## config.mk

```make
export PLATFORM = sky130hd
export DESIGN_NAME = cht_fifo
export DESIGN_NICKNAME = d
export VERILOG_FILES = /design/src/hw/rtl/chained_hash_table_engine_defines.svh /design/src/hw/rtl/cht_fifo.sv
export SDC_FILE = /design/constraint.sdc
export NUM_CORES = 1
export LEC_CHECK = 0
export BUFFER_PORTS_ARGS = -buffer_cell sky130_fd_sc_hd__buf_2
export CORE_MARGIN = 4
export CORE_UTILIZATION = 44
export DETAILED_ROUTE_END_ITERATION = 10
export HOLD_SLACK_MARGIN = 0.12
export PLACE_DENSITY = 0.72
export SLEW_MARGIN = 5
export SYNTH_ARGS = -nofsm -noshare
export SYNTH_HDL_FRONTEND = slang
export SYNTH_SLANG_ARGS = --single-unit
```

## constraint.sdc

```tcl
create_clock -name clk -period 1.6 [get_ports clk]
set_clock_uncertainty 0.1 [all_clocks]
set_input_delay 0.24 -clock clk [delete_from_list [all_inputs] [get_ports clk]]
set_output_delay 0.24 -clock clk [all_outputs]
set_load 0.05 [all_outputs]
```

## src/hw/rtl/chained_hash_table_engine_defines.svh

```systemverilog
// Assertion helpers for the chained hash table engine.
`ifndef CHAINED_HASH_TABLE_ENGINE_DEFINES_SVH
`define CHAINED_HASH_TABLE_ENGINE_DEFINES_SVH

// Same-cycle implication, checked on clk outside reset.
`define CHT_ASSERT_NOW(label, ante, cons, msg) \
  label: assert property (@(posedge clk) disable iff (rst) (ante) |-> (cons)) else $error(msg);

// Next-cycle implication, checked on clk outside reset.
`define CHT_ASSERT_NEXT(label, ante, cons, msg) \
  label: assert property (@(posedge clk) disable iff (rst) (ante) |=> (cons)) else $error(msg);

`endif

```

## src/hw/rtl/cht_fifo.sv

```systemverilog
// ----------------------------------------------------------------------------
// cht_fifo
// Small register queue with push/full and pop/empty sides.
// ----------------------------------------------------------------------------
`timescale 1ns / 1ps
`default_nettype none

module cht_fifo #(
  parameter int W     = 8,
  parameter int DEPTH = 2
) (
  input  wire logic         clk,
  input  wire logic         rst,
  input  wire logic         push,
  input  wire logic [W-1:0] wdata,
  output logic              full,
  input  wire logic         pop,
  output logic [W-1:0]      rdata,
  output logic              empty
);

  localparam int AW = (DEPTH > 1) ? $clog2(DEPTH) : 1;

  logic [W-1:0]  mem [DEPTH];
  logic [AW-1:0] wptr;
  logic [AW-1:0] rptr;
  logic [AW:0]   count;
  logic          do_push;
  logic          do_pop;

  assign full    = (count == (AW+1)'(DEPTH));
  assign empty   = (count == '0);
  assign do_push = push && !full;
  assign do_pop  = pop && !empty;
  assign rdata   = mem[rptr];

  always_ff @(posedge clk) begin
    if (do_push) begin
      mem[wptr] <= wdata;
    end
  end

  always_ff @(posedge clk) begin
    if (rst) begin
      wptr  <= '0;
      rptr  <= '0;
      count <= '0;
    end else begin
      if (do_push) begin
        wptr <= (wptr == AW'(DEPTH - 1)) ? '0 : wptr + 1'b1;
      end
      if (do_pop) begin
        rptr <= (rptr == AW'(DEPTH - 1)) ? '0 : rptr + 1'b1;
      end
      if (do_push && !do_pop) begin
        count <= count + 1'b1;
      end else if (do_pop && !do_push) begin
        count <= count - 1'b1;
      end
    end
  end

endmodule

`default_nettype wire

```

==> impl_metrics.py <==
metrics = {
    "floorplanning": {
        "row_count": 15,
        "die_area_um2": 2550,
        "die_w_um": 50.5,
        "start_util": 0.459,
        "die_h_um": 50.5,
        "core_um2": 1730,
        "io_pins": 22,
    },
    "sta": {
        "relSlewSlack": 0.775,
        "finalHoldViolations": 0,
        "setup_viol": 0,
        "fmax_mhz": 632,
        "rsz0062_at_grt": "yes",
        "period_minus_slack_ns": 1.58,
        "fin_crit_sh": 0.989,
        "tightest_slew_ns": 0.337,
        "drv_slew": 0,
    },
    "cells_and_area": {
        "register_area_um2": 584,
        "nets": 102,
        "multi_input_area_um2": 235,
        "final_area_um2": 1200,
        "nFillCells": 130,
        "final_cell_mix": "edfxtp_1 (16), buf_2 (13), dlygate4sd3_1 (9)",
        "final_core_util": 0.698,
        "area_growth_pct": 51.9,
        "drive_gt1_frac": 0.466,
        "fin_cells": 113,
        "final_common_cell": "edfxtp_1",
        "n_antenna_cell": 0,
    },
    "synth": {
        "syn_avg_cell_area_um2": 15.9,
        "ys_ff_latch": 21,
        "seq_area_frac_synth": 0.732,
        "ys_types": 13,
        "synth_fp_nets": 63,
        "synth_area_um2": 793,
        "yosys_warnings": 0,
        "synth_cells": 50,
    },
    "worst_hold_path": {
        "hold_path.class": "input pin to flop",
    },
    "power": {
        "powerDensity_nw_per_um2": 1730,
        "leakage_nw": 0.501,
        "finalPower_w": 0.00208,
        "ir_drop_mv": 1.20,
    },
    "worst_setup_path": {
        "crit_slowest_cell": "dfxtp_2",
        "crit_family": "flip-flops",
        "start_kind": "flop",
        "endpoint_kind": "primary output",
        "crit_arrival_ns": 1.24,
        "worstPathCellList": "buf_6, mux2_4, buf_8",
        "path_buf_inv": 2,
        "cp_max_fo": 4,
        "critPathMaxStageDelay_ns": 0.36,
        "worstPathRequired_ns": 1.26,
        "crit_type": "flop to primary output",
    },
    "detailed_routing": {
        "totalWireLength_um": 1640,
        "num_vias": 530,
        "wl_per_cell_um": 14.5,
        "ant_nets": 0,
        "via_per_inst": 4.69,
        "drt-initial-drc-count": 4,
        "drc": 0,
        "dr.pass1.iters": 3,
    },
    "clocking": {
        "numCtsBuffers": 3,
        "clk_latency_ns": 0.31,
        "clk_pin_slew_ns": 0.12,
        "clock-sinks": 21,
        "clock_path_buffers": 2,
        "clock-root-buffer": "clkbuf_4",
        "htreeDepth": 1,
        "cts_tree": "built",
    },
    "status": {
        "outcome": "completed",
    },
    "global_route": {
        "first_global_vias": 524,
        "grt_pass1_wl_um": 2190,
        "grt_start_max_net_pins": 12,
        "antenna_found_initial": 0,
        "grt-ovfl-total": 0,
        "grt.total_usage": 0.115,
    },
    "placed_design": {
        "hpwl_um": 944,
        "io_buffers": 21,
        "gp_congestion": 0.676,
        "post_dp_cell_area_um2": 962,
        "dpl.cell_count": 99,
    },
    "flow_run": {
        "drv_cap": 0,
    },
}
[cell families after synthesis]
group	Yosys count	share of synthesized area
flops	21	0.732
simple gates	9	0.0584
mux	8	0.114
compound gates	5	0.0315
xor+xnor	3	0.0331
buf+inv	3	0.0158
fa+ha+maj	1	0.0158
[registers in the layout, summed over array words and instances (netlist names), named ones only]
signal,count
rptr,1
count,2
mem,16
wptr,1
[worst register-to-register path: cells and delay by family, from the launching register on]
| family | cells | cell delay (ns) |
|---|---|---|
| simple gates | 3 | 0.59 |
| flops | 1 | 0.37 |
| fa+ha+maj | 1 | 0.30 |
| compound gates | 1 | 0.12 |
[synthesized netlist by cell type]
cell type   n  area share
xor2_1      3       0.033
dfxtp_1     5        0.13
buf_2       1      0.0063
and2_1      1      0.0079
edfxtp_1   16        0.61
o21ai_0     3       0.019
nor2_1      5       0.024
inv_1       2      0.0095
ha_1        1       0.016
mux2_2      8        0.11
a21oi_1     2       0.013
nor2b_2     1       0.011
or3_1       2       0.016
[per-stage QoR]
step,worst slack (ns),hold WS (ns),setup TNS [ns]
6_report,0.0172,0.216,0
5_1_grt,-0.0370,0.210,-0.255
4_1_cts,0.00433,0.236,0
3_5_place_dp,0.0626,0.332,0
3_3_place_gp,0.0773,0.335,0
2_1_floorplan,-0.123,0.202,-0.123
[final cells by class]
| cell class | count | share of cell area |
|---|---|---|
| tap | 25 | 0.0260 |
| clock buffer | 4 | 0.0218 |
| sequential | 21 | 0.485 |
| timing repair buffer | 35 | 0.266 |
| multi-input combinational | 26 | 0.195 |
| inverter | 2 | 0.00623 |
[metal layers]
metal  part of all wire  up-vias  wire length, um  GRT usage
met2               0.55       15              908      0.211
met1               0.38      254              628      0.130
li1                   -      257                -          -
met5                  0        -                0          0
met3              0.047        4               77     0.0356
met4              0.016        0               27     0.0269
[worst paths after layout]
kind                                 end      from  slack [ns]  cells past startpoint
worst min-delay path                wptr      push        0.22                      4
worst max-delay path            rdata[0]      flop        0.02                      3
worst max register to register  count[1]  count[1]        0.06                      5
worst min register to register      wptr      wptr        0.41                      2
[power breakdown]
group	total, W	internal (W)	leakage [nW]	switching, W
registers	0.000766	0.000703	0.192	0.0000629
logic	0.00106	0.000473	0.295	0.000590
clock network	0.000256	0.0000972	0.0150	0.000158
[what timing repair did]
action                                 in CTS  in global routing
resized for setup                          17                 19
setup endpoints to repair                   8                  9
hold buffers                                9                  0
endpoints found under the hold margin      21                  0
buffers inserted                            0                  1
pin swaps                                   0                  1
(Power assumes the default switching activity.)
