File: src/hw/rtl/chained_hash_table_engine_defines.svh
// Assertion helpers for the chained hash table engine.
`ifndef CHAINED_HASH_TABLE_ENGINE_DEFINES_SVH
`define CHAINED_HASH_TABLE_ENGINE_DEFINES_SVH

// Same-cycle implication, checked on clk outside reset.
`define CHT_ASSERT_NOW(label, ante, cons, msg) \
  label: assert property (@(posedge clk) disable iff (rst) (ante) |-> (cons)) else $error(msg);

// Next-cycle implication, checked on clk outside reset.
`define CHT_ASSERT_NEXT(label, ante, cons, msg) \
  label: assert property (@(posedge clk) disable iff (rst) (ante) |=> (cons)) else $error(msg);

`endif

File: src/hw/rtl/cht_pkg.sv
// ----------------------------------------------------------------------------
// cht_pkg
// Shared types and codes of the chained hash table engine.
// ----------------------------------------------------------------------------
`timescale 1ns / 1ps
`default_nettype none

package cht_pkg;

  localparam int BUCKETS_DEF = 1024;
  localparam int NODES_DEF   = 1024;
  localparam int CFG_W       = 11;
  localparam int CMD_DEPTH   = 2;
  localparam int RES_DEPTH   = 2;

  localparam logic [31:0] HASH_MUL = 32'h27d4eb2d;

  localparam logic [1:0] FUNC_INSERT = 2'd0;
  localparam logic [1:0] FUNC_FIND   = 2'd1;
  localparam logic [1:0] FUNC_REMOVE = 2'd2;

  localparam logic [1:0] ST_OK        = 2'd0;
  localparam logic [1:0] ST_NOT_FOUND = 2'd1;
  localparam logic [1:0] ST_POOL_FULL = 2'd2;

  typedef struct packed {
    logic [1:0]  func;
    logic [31:0] key;
    logic [31:0] value;
  } in_item_t;

  typedef struct packed {
    logic [1:0]  status;
    logic [31:0] found_value;
  } out_item_t;

endpackage

`default_nettype wire

File: src/hw/rtl/cht_front.sv
// ----------------------------------------------------------------------------
// cht_front
// Accepts items, hashes the key and reduces it to a bucket index.
// ----------------------------------------------------------------------------
`timescale 1ns / 1ps
`default_nettype none

module cht_front #(
  parameter int BUCKETS = 1024,
  parameter int DW      = 11,
  parameter int CMDW    = 77
) (
  input  wire logic              clk,
  input  wire logic              rst,
  input  wire logic              push,
  input  wire cht_pkg::in_item_t item,
  output logic                   full,
  input  wire logic              clearing,
  input  wire logic [DW-1:0]     m_div,
  output logic                   cmd_push,
  output logic [CMDW-1:0]        cmd_data,
  input  wire logic              cmd_full
);

  import cht_pkg::*;

  localparam int BW = (BUCKETS > 1) ? $clog2(BUCKETS) : 1;

  localparam logic [2:0] F_IDLE = 3'd0;
  localparam logic [2:0] F_MUL  = 3'd1;
  localparam logic [2:0] F_LOAD = 3'd2;
  localparam logic [2:0] F_DIV  = 3'd3;
  localparam logic [2:0] F_OUT  = 3'd4;

  logic [2:0]    state;
  in_item_t      op;
  logic [31:0]   mixed;
  logic [31:0]   prod;
  logic [31:0]   dvd;
  logic [DW-1:0] rem;
  logic [DW-1:0] rem_next;
  logic [2:0]    cnt;

  function automatic logic [31:0] premix(input logic [31:0] k);
    logic [31:0] a;
    logic [31:0] b;
    a = (k ^ 32'd61) ^ (k >> 16);
    b = a + (a << 3);
    return b ^ (b >> 4);
  endfunction

  // four restoring divide steps per cycle, remainder only
  always_comb begin
    logic [DW:0]   s;
    logic [DW-1:0] t;
    t = rem;
    for (int i = 0; i < 4; i++) begin
      s = {t, dvd[31-i]};
      if (s >= {1'b0, m_div}) begin
        s = s - {1'b0, m_div};
      end
      t = s[DW-1:0];
    end
    rem_next = t;
  end

  assign full     = (state != F_IDLE) || clearing;
  assign cmd_push = (state == F_OUT) && !cmd_full;
  assign cmd_data = {BW'(rem), op};

  always_ff @(posedge clk) begin
    if (rst) begin
      state <= F_IDLE;
      cnt   <= '0;
    end else begin
      unique case (state)
        F_IDLE: begin
          if (push && !full) begin
            op    <= item;
            mixed <= premix(item.key);
            state <= F_MUL;
          end
        end
        F_MUL: begin
          prod  <= 32'(mixed * HASH_MUL);
          state <= F_LOAD;
        end
        F_LOAD: begin
          dvd   <= prod ^ (prod >> 15);
          rem   <= '0;
          cnt   <= '0;
          state <= F_DIV;
        end
        F_DIV: begin
          rem <= rem_next;
          dvd <= dvd << 4;
          cnt <= cnt + 1'b1;
          if (cnt == 3'd7) begin
            state <= F_OUT;
          end
        end
        F_OUT: begin
          if (!cmd_full) begin
            state <= F_IDLE;
          end
        end
        default: begin
          state <= F_IDLE;
        end
      endcase
    end
  end

endmodule

`default_nettype wire

File: config.mk
export PLATFORM = sky130hd
export DESIGN_NAME = cht_front
export DESIGN_NICKNAME = d
export VERILOG_FILES = /design/src/hw/rtl/chained_hash_table_engine_defines.svh /design/src/hw/rtl/cht_pkg.sv /design/src/hw/rtl/cht_front.sv
export SDC_FILE = /design/constraint.sdc
export NUM_CORES = 1
export LEC_CHECK = 0
export ABC_AREA = 1
export ABC_CLOCK_PERIOD_IN_PS = 8970
export BUFFER_PORTS_ARGS = -buffer_cell sky130_fd_sc_hd__buf_2
export CAP_MARGIN = 20
export CELL_PAD_IN_SITES_DETAIL_PLACEMENT = 1
export CELL_PAD_IN_SITES_GLOBAL_PLACEMENT = 1
export CORE_ASPECT_RATIO = 0.6
export CORE_MARGIN = 10
export CORE_UTILIZATION = 40
export DETAILED_ROUTE_END_ITERATION = 16
export GPL_ROUTABILITY_DRIVEN = 0
export PLACE_DENSITY = 0.73
export SKIP_LAST_GASP = 1
export SLEW_MARGIN = 20
export SYNTH_ARGS = -nofsm -noshare
export SYNTH_HDL_FRONTEND = slang
export SYNTH_SLANG_ARGS = --single-unit
File: constraint.sdc
create_clock -name clk -period 8.97 [get_ports clk]
set_clock_uncertainty 0.15 [all_clocks]
set_input_delay 0.4485 -clock clk [delete_from_list [all_inputs] [get_ports clk]]
set_output_delay 0.4485 -clock clk [all_outputs]
set_load 0.1 [all_outputs]
==> run metrics <==
outcome=complete, no violations; clk sink count=179; slowest library cell on the worst path=edfxtp_1; DR DRC count=0; largest net degree at the start of global routing=between 60 and 70; Core Area=slightly below 50,000 sq um; Slew HR=around 32%; RSZ-0062 raised after global routing=false; # diodes=0; slowest stage delay, CP=about 0.54 ns; Die Ht=~190 um; DRT Pass-1 Iters=5; Die W=~310 um; Post-Synthesis Cells=slightly above 2,000; Slew Viols, Final=0; CTS tree=yes; fill cell count=5,619; element type at the critical path end=flop; first-pass GRT wire length=slightly below 100,000 um; Arr. time, crit path=slightly above 8 ns; Setup-failing EPs final=0; minimum clock period after layout=slightly above 8 ns; H-tree depth=4; vias in the first global route=approximately 17,000; Total GRT Usage=a little over a fifth; total grt overflow=0; Final period util=approximately 91%; share of cells above drive strength 1=under 10%; final hold violation count=0; fin area=about 22,000 sq um; critical path peak fanout=15; Initial Utilization=about two fifths; final-stage net count=~2,800; Top FF cell, synth=edfxtp_1; post-place setup slack=between 0.4 and 0.5 ns; Rows=62; FFs w/ async S/R, synth=0%; warnings from Yosys=0; CP required=9.01 ns; final worst setup slack=0.765 ns; Critical Path Most Common Cell=nand2_1; cell count after placement=approximately 2,800; I/O pin count=161; area of the mapped netlist=approximately 20,000 sq um; Setup crit start kind=flop; die area=a little under 60,000 sq um; Vias per Instance=~5.2; Num CTS Buffers=17; Max clock buf depth=2; sequential element share of the synthesized area=a little over a quarter; Least-Margin Pin Slew=around 1.0 ns; Mapped Avg Cell Area=slightly below 10 sq um; total wire length=between 60,000 and 70,000 um; Initial DRC Count=1,220; I/O Buffers=roughly 160; antenna violations before repair=0; Mapped Nets=roughly 2,600; Post-synth EDFFs=approximately 170; detailed placement HPWL=53,200 um; Routed Antenna Nets=0; CP Class=reg2reg; TNS Setup=0 ns; Clock Pin Slew Worst Setup and Hold Paths=~0.09 ns; Vias=between 15,000 and 20,000; worst hold path type=in2reg; max-capacitance violation count=0; Clk Latency, worst-skew pair=between 0.4 and 0.5 ns; Fmax=122 MHz; root buf cell=clkbuf_16; synthesized flop and latch total=roughly 180; P&R area growth vs syn=12.5%; placed inst area=21,200 sq um; Distinct cells, synth=between 40 and 50; number of cells in the finished layout apart from fillers=approximately 2,900; routed wire length per instance=21.6 um
-- layer usage --
metal | vias to the layer above | global-route usage [%] | part of all wire, %
met2 | 455 | 33.4 | 44
met5 | - | 0 | 0
met4 | 0 | 3.52 | 1.0
met3 | 48 | 5.56 | 7.6
li1 | 6939 | - | -
met1 | 7665 | 30.1 | 48
-- layout by cell type (no fill, tap or decap), drive strengths merged, types with 10 or more instances in the layout --
cell and count:
a21oi 107, buf 164, clkbuf 17, dlygate4sd3 33
edfxtp 173, fa 214, ha 260, inv 432
nand2 346, nand3 63, nand4 31, nor2 93
nor3 10, o21ai 75, xnor2 83, xor2 90
-- worst paths after layout --
check	start	slack, ns	cells after the start	to
max	rem[4]	0.77	40	rem[9]
max reg2reg	rem[4]	0.77	40	rem[9]
min reg2reg	cnt[0]	0.33	1	cnt[0]
min	item[47]	0.03	1	cmd_data[47]
-- final cells by class --
type / instances / area, sq um / area share (%)
Timing Repair Buffer: 197 / 1160 / 5.26
Inverter: 425 / 1600 / 7.21
Sequential cell: 179 / 5320 / 24.0
Clock buffer: 17 / 425 / 1.92
Multi-Input combinational cell: 1414 / 12600 / 57.1
Tap cell: 640 / 801 / 3.62
Clock inverter: 15 / 198 / 0.893
-- kinds of logic after synthesis --
| family | count (synthesis) | synth area share, % |
|---|---|---|
| AO/OA/AOI/OAI | 210 | 5.85 |
| XOR/XNOR | 173 | 7.70 |
| adder cells (fa/ha/maj) | 474 | 38.3 |
| buffers and inverters | 448 | 8.92 |
| flip-flops | 179 | 27.0 |
| other | 1 | 0.0191 |
| AND/OR/NAND/NOR | 556 | 12.2 |
-- synthesized netlist by cell type, types with 10 or more instances --
cell type  count  area [sq um]
inv_1        424          1590
nand3_1       58           290
o21ai_0       73           365
nor2_1        90           338
nand2_1      342          1280
a21oi_1      104           521
xnor2_1       83           727
ha_1         260          3250
buf_4         12          90.1
edfxtp_1     173          5190
nor3_1        10          50.1
nand4_1       29           181
xor2_1        90           788
fa_1         214          4280
-- state kept, by name, indices dropped and copies added, names as in the netlist --
signal / count
cmd_data: 66
dvd: 32
mixed: 32
prod: 32
rem: 11
cnt: 3
state: 3
-- metrics by stage --
stage	hold slack [ns]	util, %
floorplan	0.278	-
global placement	0.292	43.9
finish	0.0286	45.9
detailed placement	0.326	43.9
CTS	0.00358	45.9
global route	0.0146	45.9
-- critical path, delay by kind of cell (launching register included) --
kind,cells,cell delay (ns)
buffers and inverters,6,0.47
adders and majority gates,4,1.51
and+or+nand+nor,21,2.89
DFF,1,0.54
AOI/OAI and AO/OA,9,2.35
-- what timing repair did --
| item | 4_1_cts | 5_1_grt |
|---|---|---|
| gates resized for setup | 0 | 3 |
| endpoints found under the setup margin | 0 | 11 |
| setup buffers | 0 | 0 |
| hold endpoints to repair | 33 | 0 |
| hold buffers | 33 | 0 |
Power is left out: the tool's default activity adds up to more than one toggle a clock period on the data nets, which glitch-free logic cannot reach.
